==> src/sv/tprs_pkg.sv <==
// ----------------------------------------------------------------------------
// tprs_pkg - shared types, constants and arithmetic for the torus point path
// Fixed-point format, sine polynomial coefficients, pipeline depths and the
// Q30 multiply used by the sine lanes and the rotation stages.
// ----------------------------------------------------------------------------
`default_nettype none

package tprs_pkg;

   // Q30 working format, wide enough for every intermediate term
   localparam int Q_W = 36;
   typedef logic signed [Q_W-1:0] q_type;

   localparam q_type Q_ONE = 36'sd1073741824;
   localparam q_type Q_TWO = 36'sd2147483648;
   localparam q_type Q_FIVE = 36'sd5368709120;

   // Default angle resolution
   localparam int ANGLE_BITS_DEF = 16;

   // Taylor terms of sin(pi/2*u) in Q30
   localparam q_type COEF_A1 = 36'sd1686629713;
   localparam q_type COEF_A3 = 36'sd693598668;
   localparam q_type COEF_A5 = 36'sd85569306;
   localparam q_type COEF_A7 = 36'sd5026995;
   localparam q_type COEF_A9 = 36'sd172272;

   // Constant added after each Horner multiply, innermost first
   localparam int HORNER_STEPS = 4;
   localparam q_type HORNER_ADD [HORNER_STEPS] = '{-COEF_A7, COEF_A5, -COEF_A3, COEF_A1};

   // Depth divider: 16 quotient bits, initial remainder is (5 << 44) >> 16
   localparam int DIV_STAGES = 16;
   localparam int DEN_W = 34;
   localparam logic [DEN_W-1:0] DEPTH_REM0 = 34'd1342177280;

   // Pipeline layout
   localparam int SIN_STAGES = 7;
   localparam int ROT_STAGES = 3;
   localparam int PIPE_DEPTH = SIN_STAGES + ROT_STAGES + 1 + DIV_STAGES;

   // Result fields that ride alongside the divider
   typedef struct packed {
      logic signed [15:0] screen_x;
      logic signed [15:0] screen_y;
      logic [3:0]         shade_level;
   } side_type;

   // Q30 multiply, truncated toward zero; b must stay within +-2^30 + margin
   function automatic q_type qmul(input q_type a, input q_type b);
      logic [32:0] mag_a;
      logic [30:0] mag_b;
      logic [63:0] prod;
      q_type       mag_r;
      mag_a = a[Q_W-1] ? 33'(-a) : 33'(a);
      mag_b = b[Q_W-1] ? 31'(-b) : 31'(b);
      prod = 64'(mag_a) * 64'(mag_b);
      mag_r = q_type'({2'b00, prod[63:30]});
      return (a[Q_W-1] != b[Q_W-1]) ? -mag_r : mag_r;
   endfunction

endpackage

`default_nettype wire

==> src/sv/tprs_divide.sv <==
// ----------------------------------------------------------------------------
// tprs_divide - pipelined depth divider, (5 << 44) / den saturated to 16 bits
// One setup stage, then one restoring step per stage for 16 quotient bits.
// ----------------------------------------------------------------------------
`default_nettype none

module tprs_divide (
   input  wire logic            clock,
   input  wire logic            advance,
   input  wire tprs_pkg::q_type den,
   output logic [15:0]          depth_term
);

   localparam int NS = tprs_pkg::DIV_STAGES;
   localparam int DW = tprs_pkg::DEN_W;

   logic          sat_ff [NS+1];
   logic [DW-1:0] den_ff [NS+1];
   logic [DW-1:0] rem_ff [NS+1];
   logic [15:0]   quo_ff [NS+1];
   logic          sat_in;

   // Quotient overflows 16 bits when den is at most 5 * 2^28, also den < 1
   assign sat_in = (den <= tprs_pkg::q_type'(tprs_pkg::DEPTH_REM0));

   always_ff @(posedge clock) begin
      if (advance) begin
         sat_ff[0] <= sat_in;
         den_ff[0] <= den[DW-1:0];
         rem_ff[0] <= tprs_pkg::DEPTH_REM0;
         quo_ff[0] <= '0;
      end
   end

   // One quotient bit per stage
   for (genvar j = 1; j <= NS; j++) begin : g_step
      logic [DW:0]   rem_sh;
      logic          ge;
      logic [DW-1:0] rem_in;

      always_comb begin
         rem_sh = {rem_ff[j-1], 1'b0};
         ge = (rem_sh >= {1'b0, den_ff[j-1]});
         rem_in = ge ? DW'(rem_sh - {1'b0, den_ff[j-1]}) : rem_sh[DW-1:0];
      end

      always_ff @(posedge clock) begin
         if (advance) begin
            sat_ff[j] <= sat_ff[j-1];
            den_ff[j] <= den_ff[j-1];
            rem_ff[j] <= rem_in;
            quo_ff[j] <= {quo_ff[j-1][14:0], ge};
         end
      end
   end

   assign depth_term = sat_ff[NS] ? 16'hFFFF : quo_ff[NS];

endmodule

`default_nettype wire

==> config.mk <==
export PLATFORM = sky130hd
export DESIGN_NAME = tprs_divide
export DESIGN_NICKNAME = d
export VERILOG_FILES = /design/src/sv/tprs_pkg.sv /design/src/sv/tprs_divide.sv
export SDC_FILE = /design/constraint.sdc
export NUM_CORES = 2
export LEC_CHECK = 0
export BUFFER_PORTS_ARGS = -buffer_cell sky130_fd_sc_hd__clkbuf_2
export CORE_ASPECT_RATIO = 0.75
export CORE_UTILIZATION = 50
export DETAILED_ROUTE_END_ITERATION = 6
export PLACE_DENSITY = 0.68
export SYNTH_ARGS = -nofsm -noshare
export SYNTH_HDL_FRONTEND = slang
export SYNTH_SLANG_ARGS = --single-unit
export TNS_END_PERCENT = 1
==> constraint.sdc <==
create_clock -name clock -period 3.25 [get_ports clock]
set_input_delay 0.65 -clock clock [delete_from_list [all_inputs] [get_ports clock]]
set_output_delay 0.65 -clock clock [all_outputs]
set_load 0.03 [all_outputs]
==> out/results.txt <==
Leakage power - 36.6 nW
Crit path arrival time - 4090 ps
Worst-margin pin slew - 844 ps
Sw frac - 37.4%
Distinct cells, synth - 92
HPWL after detailed placement - 138 mm
Crit path depth - 12
Worst reg-to-reg path cell count - 12
Synth area leader - edfxtp_1
Routability cong. - 0.978
Critical path type - flop to flop
Placed instance area - 79500 sq um
Worst-Skew Late Latency - 780 ps
Final nets - 7874
Clock share of power - 18.3%
Largest delay share family, worst path - buffers and inverters
Max IR drop VDD - 521 uV
CTS Sinks - 1207
YS warnings - 0
Startpoint Class - flop
Ys async rst share - 0%
Buffers & Inverters on Critical Path - 5
CTS tree - done
Headroom to the max-slew limit - 43.5%
DR iter-0 viols - 5526
Post-route cell area - 86000 sq um
Via-to-Cell Ratio - 5.67
DR DRC count - 0
Core footprint - 136000 sq um
Synth top area cells - edfxtp_1 (53%), ha_1 (9.3%), a21oi_1 (3.7%)
Flop pwr share - 30.2%
Yosys top cell area share - 52.7%
Area of the multi-input gates - 31300 sq um
Largest buffer count on any clock path - 3
Largest net degree at the start of global routing - 94
Worst Path Max Fanout - 8
Fin crit share - 110%
Syn_nets - 6703
Total Routing Usage GR - 26.3%
Depth of the CTS H-tree - 4
EDFF count, synth - 1207
Power Dens Cells - 974 nW/um^2
# IOs - 54
Root buffer cell - clkbuf_16
Switch Pwr - 31.3 mW
Setup violations, final - 211
Internal power - 52.4 mW
Hold Vio Cnt, Final - 0
WL final - 185 mm
Synthesized area per cell - 11.2 sq um
Clock skew - 31.8 ps
Die area - 139000 sq um
Post-synth top cells - edfxtp_1 (1207), inv_1 (626), a21oi_1 (513)
Crit end category - flop
Most used flip-flop cell after synthesis - edfxtp_1
Sequential fraction of the synthesis area - 52.7%
Reg clk slew, reported paths - 60 ps
Total of max-cap violations - 0
Pre-CTS WS - -662 ps
Initial core utilization - 50.5%
Total power - 83.7 mW
WHS Path Cells - 1
Reg area - 36200 sq um
Yosys reg bits - 1207
Slowest-stage cell, CP - a2111oi_0
Max Slew Vio Count - 0
Port Buf Inserts - 53
Routed vias - 52.2k
Initial antenna violation count - 1
Crit path time final - 3580 ps
Layout Utilization - 63.2%
Worst Hold Slack - 61.3 ps
Status - finished, violations left
Drt first pass iters - 6
Area Growth Syn to Fin - 25.0%
Vias in the first global route - 49.5k
Failing checks - negative setup slack
Fmax - 280 MHz
WL per Instance - 20.1 um
Fill count - 10.6k
Final setup margin - -325 ps
FP Rows - 117
Placed instance count - 8936
Chip height - 323 um
Count leader, synth - edfxtp_1
Final std cells w/o fill - 9199
Die X - 430 um
First-pass GRT wire length - 284 mm
Crit path largest cell delay - 440 ps
Total CTS buffers - 131
Required @ worst endpoint - 3760 ps
TNS Setup - -21970 ps
Logic pwr share - 51.5%
Share of post-route cells with drive strength above 1 - 26.0%
HP Class - input port to flop
Critical Path, Cell by Cell - buf_4 > ha_1 > buf_4 > ha_1 > nand4_1 > nor4_2 > a2111oi_0 > a21boi_4 > buf_6 > buf_12 > buf_12 > mux2_4
Post-Syn Area - 68800 sq um
Syn Inst Count - 6141
Congestion Overflow GR - 0
Post-DRT Antenna Nets - 0
Unrepaired setup endpoints after global routing - true
==> area by class of cell <==
| type | count | share of cell area, % |
|---|---|---|
| Sequential cell | 1207 | 42.1 |
| Multi-Input combinational cell | 4150 | 36.4 |
| Timing Repair Buffer | 1196 | 11.1 |
| Clock buffer | 149 | 3.96 |
| Inverter | 626 | 2.74 |
| Tap cell | 1785 | 2.60 |
| Clock inverter | 85 | 1.07 |
| Antenna cell | 1 | 0.00291 |
==> cell usage in the layout, fill, tap and decap left out, types with 52 or more instances in the layout <==
cell / count
o21ai_1: 59
clkbuf_2: 52
nand2_1: 443
nand4_1: 79
nand2b_1: 62
a21o_1: 228
mux2_2: 176
ha_1: 491
clkbuf_16: 134
o21ai_0: 333
nand3_1: 79
xor2_1: 180
nor3_1: 59
inv_1: 615
buf_4: 1074
a21oi_1: 460
o21bai_1: 63
xnor2_1: 264
edfxtp_1: 1207
nor2_1: 314
==> logic make-up after synthesis <==
logic type,after synthesis,synth area share (%)
and+or+nand+nor,1336,9.26
AOI/OAI and AO/OA,1620,14.6
xor gates and xnor gates,444,5.65
buffers and inverters,784,4.38
muxes,226,3.69
DFF,1207,52.7
adders and majority gates,524,9.68
==> worst paths after layout <==
check             slack (ps)           start        endpoint
setup / recovery        -330  rem_ff[0][476]  rem_ff[0][513]
setup reg to reg        -330  rem_ff[0][476]  rem_ff[0][513]
hold reg to reg          400    sat_ff[1][6]    sat_ff[1][7]
hold / removal            60         den[17]   den_ff[0][17]
==> state kept, by name (all words and copies together), names as in the netlist <==
signal,cells
den_ff,544
quo_ff,136
sat_ff,17
rem_ff,510
==> per-layer routing <==
metal | up-vias | global-route usage (%) | routed length, um
li1 | 24800 | - | -
met3 | 218 | 6.48 | 18300
met4 | 0 | 5.33 | 2770
met5 | - | 0 | 0
met2 | 1974 | 34.7 | 70400
met1 | 25100 | 42.8 | 93200
==> power groups by stage <==
stage               clock [mW]  combinational (mW)  sequential (mW)
floorplan                    0                24.4             24.1
global placement             0                38.0             25.4
detailed placement           0                38.8             25.4
CTS                       15.6                41.3             25.2
global route              16.1                46.8             25.6
finish                    15.3                43.2             25.3
==> repair_timing <==
action	4_1_cts	5_1_grt
gates cloned	5	0
gates resized for setup	268	187
hold buffers	7	0
hold endpoints to repair	7	0
endpoints found under the setup margin	478	504
pin swaps	80	41
setup buffers	15	2
(Power assumes the default switching activity.)
